`src/hw/rtl/scafifo_pkg.sv`:
```
// Shared types, scan code constants and the set-1 translation tables
// for the scan code to character FIFO. No dependencies.
`default_nettype none

package scafifo_pkg;

  // Values of the kind field of a request transaction.
  localparam logic KIND_CODE = 1'b0;
  localparam logic KIND_READ = 1'b1;

  localparam logic [7:0] SHIFT_L_MAKE  = 8'h2a;
  localparam logic [7:0] SHIFT_R_MAKE  = 8'h36;
  localparam logic [7:0] SHIFT_L_BREAK = 8'haa;
  localparam logic [7:0] SHIFT_R_BREAK = 8'hb6;
  localparam logic [7:0] LAST_MAKE     = 8'h80;

  typedef struct packed {
    logic       echo;
    logic [7:0] ch;
  } xl_t;

  typedef struct packed {
    logic pushed;
    logic dropped;
    logic popped;
  } st_t;

  function automatic logic [7:0] plain_char(input logic [7:0] code);
    logic [7:0] ch;
    case (code)
      8'h02: ch = "1";
      8'h03: ch = "2";
      8'h04: ch = "3";
      8'h05: ch = "4";
      8'h06: ch = "5";
      8'h07: ch = "6";
      8'h08: ch = "7";
      8'h09: ch = "8";
      8'h0a: ch = "9";
      8'h0b: ch = "0";
      8'h0c: ch = "-";
      8'h0d: ch = "=";
      8'h10: ch = "q";
      8'h11: ch = "w";
      8'h12: ch = "e";
      8'h13: ch = "r";
      8'h14: ch = "t";
      8'h15: ch = "z";
      8'h16: ch = "u";
      8'h17: ch = "i";
      8'h18: ch = "o";
      8'h19: ch = "p";
      8'h1a: ch = "[";
      8'h1b: ch = "]";
      8'h1c: ch = 8'h0a;
      8'h1e: ch = "a";
      8'h1f: ch = "s";
      8'h20: ch = "d";
      8'h21: ch = "f";
      8'h22: ch = "g";
      8'h23: ch = "h";
      8'h24: ch = "j";
      8'h25: ch = "k";
      8'h26: ch = "l";
      8'h27: ch = ";";
      8'h28: ch = 8'h27;
      8'h2c: ch = "y";
      8'h2d: ch = "x";
      8'h2e: ch = "c";
      8'h2f: ch = "v";
      8'h30: ch = "b";
      8'h31: ch = "n";
      8'h32: ch = "m";
      8'h33: ch = ",";
      8'h34: ch = ".";
      8'h35: ch = "/";
      8'h39: ch = " ";
      default: ch = 8'h00;
    endcase
    return ch;
  endfunction

  function automatic logic [7:0] upper_char(input logic [7:0] code);
    logic [7:0] ch;
    case (code)
      8'h02: ch = "!";
      8'h03: ch = "@";
      8'h04: ch = "#";
      8'h05: ch = "$";
      8'h06: ch = "%";
      8'h07: ch = "^";
      8'h08: ch = "&";
      8'h09: ch = "*";
      8'h0a: ch = "(";
      8'h0b: ch = ")";
      8'h0c: ch = "_";
      8'h0d: ch = "+";
      8'h10: ch = "Q";
      8'h11: ch = "W";
      8'h12: ch = "E";
      8'h13: ch = "R";
      8'h14: ch = "T";
      8'h15: ch = "Z";
      8'h16: ch = "U";
      8'h17: ch = "I";
      8'h18: ch = "O";
      8'h19: ch = "P";
      8'h1a: ch = "{";
      8'h1b: ch = "}";
      8'h1e: ch = "A";
      8'h1f: ch = "S";
      8'h20: ch = "D";
      8'h21: ch = "F";
      8'h22: ch = "G";
      8'h23: ch = "H";
      8'h24: ch = "J";
      8'h25: ch = "K";
      8'h26: ch = "L";
      8'h27: ch = ":";
      8'h28: ch = 8'h22;
      8'h2c: ch = "Y";
      8'h2d: ch = "X";
      8'h2e: ch = "C";
      8'h2f: ch = "V";
      8'h30: ch = "B";
      8'h31: ch = "N";
      8'h32: ch = "M";
      8'h33: ch = "<";
      8'h34: ch = ">";
      8'h35: ch = "?";
      default: ch = 8'h00;
    endcase
    return ch;
  endfunction

endpackage

`default_nettype wire

```
`src/hw/rtl/scafifo_req_if.sv`:
```
// Request channel: a scan code or a read request, valid/ready handshake.
// No dependencies.
`default_nettype none

interface scafifo_req_if;
  logic       valid;
  logic       ready;
  logic       kind;
  logic [7:0] scancode;

  modport source (output valid, output kind, output scancode, input ready);
  modport sink   (input valid, input kind, input scancode, output ready);
endinterface

`default_nettype wire

```
`src/hw/rtl/scafifo_rsp_if.sv`:
```
// Response channel: echo, read and drop fields, valid/ready handshake.
// No dependencies.
`default_nettype none

interface scafifo_rsp_if;
  logic       valid;
  logic       ready;
  logic       echo_valid;
  logic [7:0] echo_char;
  logic       read_valid;
  logic [7:0] read_char;
  logic       dropped;

  modport source (output valid, output echo_valid, output echo_char,
                  output read_valid, output read_char, output dropped, input ready);
  modport sink   (input valid, input echo_valid, input echo_char,
                  input read_valid, input read_char, input dropped, output ready);
endinterface

`default_nettype wire

```
`src/hw/rtl/scafifo_xlate.sv`:
```
// Shift tracking and set-1 translation of one scan code.
// Depends on scafifo_pkg.
`default_nettype none

module scafifo_xlate
  import scafifo_pkg::*;
(
  input  logic       clk,
  input  logic       rst,
  input  logic       fire,
  input  logic [7:0] code,
  output xl_t        xl
);

  logic shift_held;
  logic is_make;
  logic is_break;

  always_comb begin
    is_make  = code inside {SHIFT_L_MAKE, SHIFT_R_MAKE};
    is_break = code inside {SHIFT_L_BREAK, SHIFT_R_BREAK};
    xl.echo  = !is_make && (code <= LAST_MAKE);
    xl.ch    = shift_held ? upper_char(code) : plain_char(code);
  end

  always_ff @(posedge clk) begin
    if (rst) begin
      shift_held <= 1'b0;
    end else if (fire && is_make) begin
      shift_held <= 1'b1;
    end else if (fire && is_break) begin
      shift_held <= 1'b0;
    end
  end

endmodule

`default_nettype wire

```
`src/hw/rtl/scafifo_store.sv`:
```
// Character ring buffer: one synchronous memory plus pointers and fill count.
// Depends on scafifo_pkg.
`default_nettype none

module scafifo_store
  import scafifo_pkg::*;
#(
  parameter int BUFFER_DEPTH = 256
) (
  input  logic       clk,
  input  logic       rst,
  input  logic       push,
  input  logic [7:0] wdata,
  input  logic       pop,
  output st_t        st,
  output logic [7:0] rdata
);

  localparam int IW = (BUFFER_DEPTH > 1) ? $clog2(BUFFER_DEPTH) : 1;
  localparam int CW = $clog2(BUFFER_DEPTH + 1);
  localparam logic [IW-1:0] LAST_IDX = IW'(BUFFER_DEPTH - 1);
  localparam logic [CW-1:0] FULL_CNT = CW'(BUFFER_DEPTH);

  logic [7:0]    mem [BUFFER_DEPTH];
  logic [IW-1:0] wr_ptr;
  logic [IW-1:0] rd_ptr;
  logic [CW-1:0] count;
  logic          push_ok;
  logic          pop_ok;

  always_comb begin
    push_ok    = push && (count != FULL_CNT);
    pop_ok     = pop && (count != '0);
    st.pushed  = push_ok;
    st.dropped = push && !push_ok;
    st.popped  = pop_ok;
  end

  // A pop only reaches an entry whose write finished at an earlier edge,
  // so the same entry is never written and read in one cycle.
  always_ff @(posedge clk) begin
    if (push_ok) begin
      mem[wr_ptr] <= wdata;
    end
    if (pop_ok) begin
      rdata <= mem[rd_ptr];
    end
  end

  always_ff @(posedge clk) begin
    if (rst) begin
      wr_ptr <= '0;
      rd_ptr <= '0;
      count  <= '0;
    end else begin
      if (push_ok) begin
        wr_ptr <= (wr_ptr == LAST_IDX) ? '0 : wr_ptr + 1'b1;
        count  <= count + 1'b1;
      end else if (pop_ok) begin
        rd_ptr <= (rd_ptr == LAST_IDX) ? '0 : rd_ptr + 1'b1;
        count  <= count - 1'b1;
      end
    end
  end

  a_count_range: assert property (@(posedge clk) disable iff (rst)
    count <= FULL_CNT) else $error("fill count above buffer depth");

  a_push_count: assert property (@(posedge clk) disable iff (rst)
    push_ok |=> count == $past(count) + 1'b1) else $error("push did not raise count");

  a_pop_count: assert property (@(posedge clk) disable iff (rst)
    pop_ok |=> count == $past(count) - 1'b1) else $error("pop did not lower count");

  a_ptr_wrap: assert property (@(posedge clk) disable iff (rst)
    (count == '0 || count == FULL_CNT) |-> wr_ptr == rd_ptr)
    else $error("pointers disagree with empty or full count");

endmodule

`default_nettype wire

```
`src/hw/rtl/scancode_to_ascii_fifo_top.sv`:
```
// Top level of the scan code to character FIFO: handshake, result pipeline.
// Depends on scafifo_pkg, scafifo_req_if, scafifo_rsp_if, scafifo_xlate, scafifo_store.
//
//  channel  dir  handshake      payload
//  req      in   valid/ready    kind, scancode
//  rsp      out  valid/ready    echo_valid, echo_char, read_valid, read_char, dropped
//
// One transaction per cycle is accepted while rsp is not stalled. Its result
// passes through the buffer memory read stage and then the output register, from
// which it is presented on rsp.
// Synchronous reset clears shift state, pointers, count and valid flags; the
// character memory is not cleared and no clearing pass runs.
// When rsp stalls, the output register and the read stage hold one result
// each, and req stays ready until both are occupied.
`default_nettype none

module scancode_to_ascii_fifo_top
  import scafifo_pkg::*;
#(
  parameter int BUFFER_DEPTH = 256
) (
  input  logic            clk,
  input  logic            rst,
  scafifo_req_if.sink     req,
  scafifo_rsp_if.source   rsp
);

  xl_t        xl;
  st_t        st;
  logic [7:0] rdata;
  logic       acc;
  logic       is_code;
  logic       push;
  logic       pop;
  logic       move;

  logic       s1_valid;
  logic       s1_echo;
  logic [7:0] s1_ch;
  logic       s1_pop;
  logic       s1_drop;

  logic       out_valid;
  logic       out_echo_valid;
  logic [7:0] out_echo_char;
  logic       out_read_valid;
  logic [7:0] out_read_char;
  logic       out_dropped;

  always_comb begin
    move      = s1_valid && (!out_valid || rsp.ready);
    req.ready = !s1_valid || move;
    acc       = req.valid && req.ready;
    is_code   = (req.kind == KIND_CODE);
    push      = acc && is_code && xl.echo;
    pop       = acc && (req.kind == KIND_READ);
  end

  scafifo_xlate u_xlate (
    .clk  (clk),
    .rst  (rst),
    .fire (acc && is_code),
    .code (req.scancode),
    .xl   (xl)
  );

  scafifo_store #(
    .BUFFER_DEPTH (BUFFER_DEPTH)
  ) u_store (
    .clk   (clk),
    .rst   (rst),
    .push  (push),
    .wdata (xl.ch),
    .pop   (pop),
    .st    (st),
    .rdata (rdata)
  );

  always_ff @(posedge clk) begin
    if (rst) begin
      s1_valid <= 1'b0;
    end else if (acc) begin
      s1_valid <= 1'b1;
    end else if (move) begin
      s1_valid <= 1'b0;
    end
  end

  always_ff @(posedge clk) begin
    if (acc) begin
      s1_echo <= is_code && xl.echo;
      s1_ch   <= (is_code && xl.echo) ? xl.ch : 8'h00;
      s1_pop  <= st.popped;
      s1_drop <= st.dropped;
    end
  end

  // The memory read data belongs to the item in the read stage until it moves.
  always_ff @(posedge clk) begin
    if (rst) begin
      out_valid <= 1'b0;
    end else if (move) begin
      out_valid <= 1'b1;
    end else if (rsp.ready) begin
      out_valid <= 1'b0;
    end
  end

  always_ff @(posedge clk) begin
    if (move) begin
      out_echo_valid <= s1_echo;
      out_echo_char  <= s1_ch;
      out_read_valid <= s1_pop;
      out_read_char  <= s1_pop ? rdata : 8'h00;
      out_dropped    <= s1_drop;
    end
  end

  always_comb begin
    rsp.valid      = out_valid;
    rsp.echo_valid = out_echo_valid;
    rsp.echo_char  = out_echo_char;
    rsp.read_valid = out_read_valid;
    rsp.read_char  = out_read_char;
    rsp.dropped    = out_dropped;
  end

endmodule

`default_nettype wire

```
`src/flat_wrapper.sv`:
```
// flat-port wrapper written by rule: the top's interface ports become plain ports
module scancode_to_ascii_fifo_top_flat import scafifo_pkg::*;
#(
  parameter int BUFFER_DEPTH = 256
)
  (clk, rst, req_valid, req_kind, req_scancode, req_ready, rsp_valid, rsp_echo_valid, rsp_echo_char, rsp_read_valid, rsp_read_char, rsp_dropped, rsp_ready);
  scafifo_req_if req_i ();
  scafifo_rsp_if rsp_i ();
  input  logic clk;
  input  logic rst;
  input wire logic [$bits(req_i.valid)-1:0] req_valid;
  input wire logic [$bits(req_i.kind)-1:0] req_kind;
  input wire logic [$bits(req_i.scancode)-1:0] req_scancode;
  output wire logic [$bits(req_i.ready)-1:0] req_ready;
  output wire logic [$bits(rsp_i.valid)-1:0] rsp_valid;
  output wire logic [$bits(rsp_i.echo_valid)-1:0] rsp_echo_valid;
  output wire logic [$bits(rsp_i.echo_char)-1:0] rsp_echo_char;
  output wire logic [$bits(rsp_i.read_valid)-1:0] rsp_read_valid;
  output wire logic [$bits(rsp_i.read_char)-1:0] rsp_read_char;
  output wire logic [$bits(rsp_i.dropped)-1:0] rsp_dropped;
  input wire logic [$bits(rsp_i.ready)-1:0] rsp_ready;
  assign req_i.valid = req_valid;
  assign req_i.kind = req_kind;
  assign req_i.scancode = req_scancode;
  assign req_ready = req_i.ready;
  assign rsp_valid = rsp_i.valid;
  assign rsp_echo_valid = rsp_i.echo_valid;
  assign rsp_echo_char = rsp_i.echo_char;
  assign rsp_read_valid = rsp_i.read_valid;
  assign rsp_read_char = rsp_i.read_char;
  assign rsp_dropped = rsp_i.dropped;
  assign rsp_i.ready = rsp_ready;
  scancode_to_ascii_fifo_top #(.BUFFER_DEPTH(BUFFER_DEPTH)) u_core (.clk(clk), .rst(rst), .req(req_i), .rsp(rsp_i));
endmodule
```
`config.mk`:
```
export PLATFORM = sky130hd
export DESIGN_NAME = scancode_to_ascii_fifo_top_flat
export DESIGN_NICKNAME = d
export VERILOG_FILES = /design/src/hw/rtl/scafifo_pkg.sv /design/src/hw/rtl/scafifo_req_if.sv /design/src/hw/rtl/scafifo_rsp_if.sv /design/src/hw/rtl/scafifo_xlate.sv /design/src/hw/rtl/scafifo_store.sv /design/src/hw/rtl/scancode_to_ascii_fifo_top.sv /design/src/flat_wrapper.sv
export SDC_FILE = /design/constraint.sdc
export NUM_CORES = 2
export LEC_CHECK = 0
export ABC_AREA = 1
export BUFFER_PORTS_ARGS = -buffer_cell sky130_fd_sc_hd__buf_2
export CAP_MARGIN = 25
export CORE_MARGIN = 2
export CORE_UTILIZATION = 67
export CTS_CLUSTER_DIAMETER = 50
export DETAILED_ROUTE_END_ITERATION = 12
export PLACE_DENSITY = 0.8
export SLEW_MARGIN = 10
export SYNTH_ARGS = -nofsm -noshare
export SYNTH_HDL_FRONTEND = slang
export SYNTH_SLANG_ARGS = --single-unit
```
`constraint.sdc`:
```
create_clock -name clk -period 19.3 [get_ports clk]
set_input_delay 0.965 -clock clk [delete_from_list [all_inputs] [get_ports clk]]
set_output_delay 0.965 -clock clk [all_outputs]
set_load 0.005 [all_outputs]
```
==> summary by stage <==
Clock tree
TritonCTS built the clock tree. The root cell of the clock tree is clkbuf_16. The clock drives about 1,900 sinks. The clock latency at the later pin of the worst-skew pair is ~0.8 ns. The count of buffers added by post-CTS timing repair for setup is 0. The clock passes through at most 3 buffers. Buffers inserted during clock tree synthesis total 182.

The level count of the clock H-tree is 4. The total of hold buffers inserted after clock tree synthesis is 0. The post-CTS clock slew at the launch and capture registers of the worst setup and hold paths is around 0.060 ns. After clock tree synthesis, the repair step resized 0 gates.

Min path
The worst min-delay path startpoint is u_core.s1_ch[5]. The terminating pin of the worst hold path is u_core.rsp.echo_char[5]. The worst hold path was traced through 0 stages. The tightest min-delay check is of the flip-flop to flip-flop type.

Routing
In this run, the number of DRC markers left after iteration 0 of detailed routing was about 8,600. In the final routed layout, each cell accounts on average for between 20 and 25 um. The average via count per standard cell is slightly above 6.

For this run, the detailed router's first-pass iteration total came to 6. The total wire length after detailed routing is 202.4 mm. The remaining antenna violation count is 0. The via total after detailed routing is between 50,000 and 60,000. The remaining design rule violation count is 0.

Timing
The setup clock skew after layout is 0.03477 ns. For the final routed database, the setup TNS stands at 0 ns. The setup violation total in the final timing report is 0.

Static timing analysis puts the maximum clock frequency at 206.5 MHz. Measured against its own limit, the worst slew margin works out to 0.2677. The clock period could shrink to 4.844 ns.

The final-report hold violation count was 0. Setup repair after global routing left no endpoint under its margin. The number of pins exceeding their max-slew limit in the final report is 0. Across all hold checks on the routed design, the worst slack comes to 0.4210 ns. For the pin with the worst max-slew slack, the measured transition is 1.098 ns. The final critical-path share of the clock period is 0.2510.

Setup path
In this run the worst setup path begins at u_core.u_store.rd_ptr[0]. The endpoint of the most critical register-to-register path is u_core.u_store.rdata[2]. The peak per-stage delay on the critical path is 0.77 ns. Counting stages on the worst path, the most repeated cell is nand2_1. In this run the critical register-to-register path is launched from u_core.u_store.rd_ptr[0]. The signal on the critical path passes through inv_8 -> buf_4 -> buf_4 -> buf_16 -> nand2_1 -> nand3_1 -> nand2_1 -> nand2_1 -> nand2_1 -> nor2_1 -> nand2_1 -> nand3_1 -> nand2_1 -> nand2_1 -> nand2_1 -> inv_2 -> nand2_1. The required time of the worst setup path is 19.84 ns. The data arrival time of the critical path is 5.38 ns.

Of all nets on the critical path, the largest fanout is 138. The standard cell with the maximum stage delay on the critical path is buf_4. The worst setup path is launched from a flip-flop. The critical path is of the flip-flop to flip-flop type. Across all register-to-register paths, the minimum setup slack is 14.46 ns. The sort of element at the end of the critical path is a flip-flop. The path depth of the worst reg2reg path is 17.

Floorplanning
The core region is 0.1165 mm2. The placement row count is between 100 and 150. The starting density of the core is 0.6781.

The die is 347.4 um tall. The count of boundary I/O pins is 34. The die covers 0.1207 mm2. The width of the die is 347.4 um.

Final layout
The net count of the finished layout is 7,244. The layout cell share with drive strength beyond 1 is 0.05672. The layout overhead on the synthesized area is 8.341%.

Power and ir drop
The internal portion of the total power is 6.618 mW. For this design the total switching power over the nets is ~2.1 mW. In this run the static leakage power is 31.95 nW. The proportion of power drawn by the clock network is 0.398. IR analysis of the VDD net gives a maximum drop of approximately 0.089 mV.

The portion of total power attributed to combinational logic is 0.090. The power density relative to cell area is 101.7 mW/mm2. The share of total power consumed by net switching is 0.2401. The share of total power dissipated in sequential elements is 0.512.

Place
The number of port buffers is 31. The detailed placer's ending HPWL is 112.3 mm. Routability-driven placement finished with a final weighted congestion of 0.9207.

Global route
The pin count of the biggest net entering global routing is about 220. For this run, the total global-route usage over all layers was measured as 0.3348. The initial antenna violation count came to 6. The total overflow left after global routing is 0.

The number of global-route vias before repair is 52,260. The wire length of the first global-routing pass is slightly above 300 mm.

Run
The number of max-cap violations is 0.

Logic synthesis
The post-synthesis instance area is 0.07901 mm2. In this run, synthesis produced a sequential element count of between 1,500 and 2,000. For this run, the register share of the synthesized area comes to 0.7011. During synthesis, Yosys emitted a total of 0 warnings. The synthesized netlist contains 45 unique library cells. The average size of a mapped cell is roughly 11 um2. The instance count of the mapped netlist is 7,351.

Status
The flow ran to the end, and the final reports show no timing, DRC or antenna violations.
## area by class of cell
cell class | instances | area (um2)
Tap cell | 1524 | 1907
Timing Repair Buffer | 97 | 878.3
Fill cell | 7316 | 30910
Antenna cell | 4 | 10.01
Multi-Input combinational cell | 4515 | 19450
Clock inverter | 97 | 888.4
Clock buffer | 232 | 4908
Inverter | 557 | 2156
Sequential cell | 1854 | 55400
## flip-flops by register name (all words and copies together), names as in the netlist
register	cells
u_core.u_store.rdata	7
u_core.rsp.valid	1
u_core.s1_ch	7
u_core.s1_valid	1
u_core.rsp.read_valid	1
u_core.u_store.count	9
u_core.s1_pop	1
u_core.rsp.read_char	7
u_core.u_store.mem	1792
u_core.rsp.echo_valid	1
u_core.s1_echo	1
u_core.rsp.dropped	1
u_core.u_store.rd_ptr	8
u_core.u_xlate.shift_held	1
u_core.s1_drop	1
u_core.u_store.wr_ptr	8
u_core.rsp.echo_char	7
## power groups by stage
stage	Combinational, mW	Clock, mW	Sequential (mW)
floorplan	0.545	0	4.54
global placement	0.732	0	4.55
detailed placement	0.750	0	4.55
CTS	0.760	3.46	4.46
global route	0.855	3.63	4.46
finish	0.783	3.47	4.46
## worst max-delay path: cells and delay by family, from the launching register on
family        cells  cell delay [ns]
buf+inv           5             2.27
flops             1             0.56
simple gates     12             1.31
## cell usage in the layout, fill, tap and decap left out, types with 26 or more instances in the layout
cell type / synthesis / final
clkinv_2: 0 / 26
o21ai_0: 503 / 503
inv_1: 541 / 535
a21oi_1: 113 / 111
nand2_1: 1894 / 1894
nand3_1: 706 / 706
buf_2: 199 / 31
clkinv_1: 7 / 43
edfxtp_1: 1826 / 1826
o211ai_1: 37 / 37
buf_4: 47 / 51
clkbuf_1: 132 / 39
clkbuf_16: 0 / 187
nor2_1: 1118 / 1116
## logic make-up after synthesis
kind of cell,share of synthesized area
simple gates,0.1942
flops,0.7011
buf+inv,0.05329
compound gates,0.04659
fa+ha+maj,0.003896
xor+xnor,0.0008868
other cells,0.00004746
## cell usage after synthesis, drive strengths merged
| library cell | count | area (um2) |
|---|---|---|
| a211oi | 5 | 37.54 |
| a21oi | 113 | 565.5 |
| a41oi | 2 | 17.52 |
| and2 | 2 | 12.51 |
| and3 | 2 | 12.51 |
| buf | 294 | 1619 |
| clkbuf | 132 | 495.5 |
| clkinv | 7 | 26.28 |
| conb | 1 | 3.750 |
| dfxtp | 28 | 560.5 |
| edfxtp | 1826 | 54830 |
| fa | 1 | 20.02 |
| ha | 23 | 287.8 |
| inv | 550 | 2069 |
| nand2 | 1894 | 7109 |
| nand3 | 714 | 3644 |
| nand4 | 11 | 125.1 |
| nor2 | 1120 | 4214 |
| nor3 | 15 | 91.34 |
| nor3b | 1 | 7.510 |
| o2111ai | 3 | 26.28 |
| o211ai | 37 | 277.8 |
| o21a | 1 | 7.510 |
| o21ai | 516 | 2582 |
| o221ai | 3 | 26.28 |
| o22ai | 16 | 100.1 |
| o311ai | 2 | 17.52 |
| o31ai | 3 | 22.52 |
| or2 | 20 | 125.1 |
| or3 | 1 | 6.260 |
| xnor2 | 2 | 17.52 |
| xor2 | 6 | 52.55 |
## stage by stage
step / setup slack [ns] / area (um2) / total power, mW / cells / utilization
final: 14.46 / 85600 / 8.710 / 8880 / 0.7347
after global routing: 14.33 / 85600 / 8.949 / 8877 / 0.7346
after CTS: 14.54 / 85450 / 8.685 / 8870 / 0.7333
after detailed placement: 14.57 / 79650 / 5.296 / 8541 / 0.6836
after global placement: 14.50 / 79600 / 5.277 / 8539 / 0.6831
after floorplan: 8.876 / 79020 / 5.088 / 7352 / -
## worst max path at each step
| stage | to | slack [ns] | cells after the start |
|---|---|---|---|
| after CTS | u_core.u_store.rdata[2] | 14.54 | 16 |
| after global routing | u_core.u_store.rdata[3] | 14.33 | 11 |
| after global placement | u_core.u_store.mem[235][2] | 14.50 | 13 |
| after detailed placement | u_core.u_store.rdata[2] | 14.57 | 16 |
| final | u_core.u_store.rdata[2] | 14.46 | 17 |
| after floorplan | u_core.u_store.mem[0][1] | 8.88 | 8 |
## routing by layer
layer	global-route usage	routed length, um	share of wire
met5	0	42	0.00021
met4	0.1583	9172	0.045
met3	0.08015	25760	0.13
met2	0.5230	93780	0.46
met1	0.4493	73660	0.36
Power figures use the tool's default switching activity.
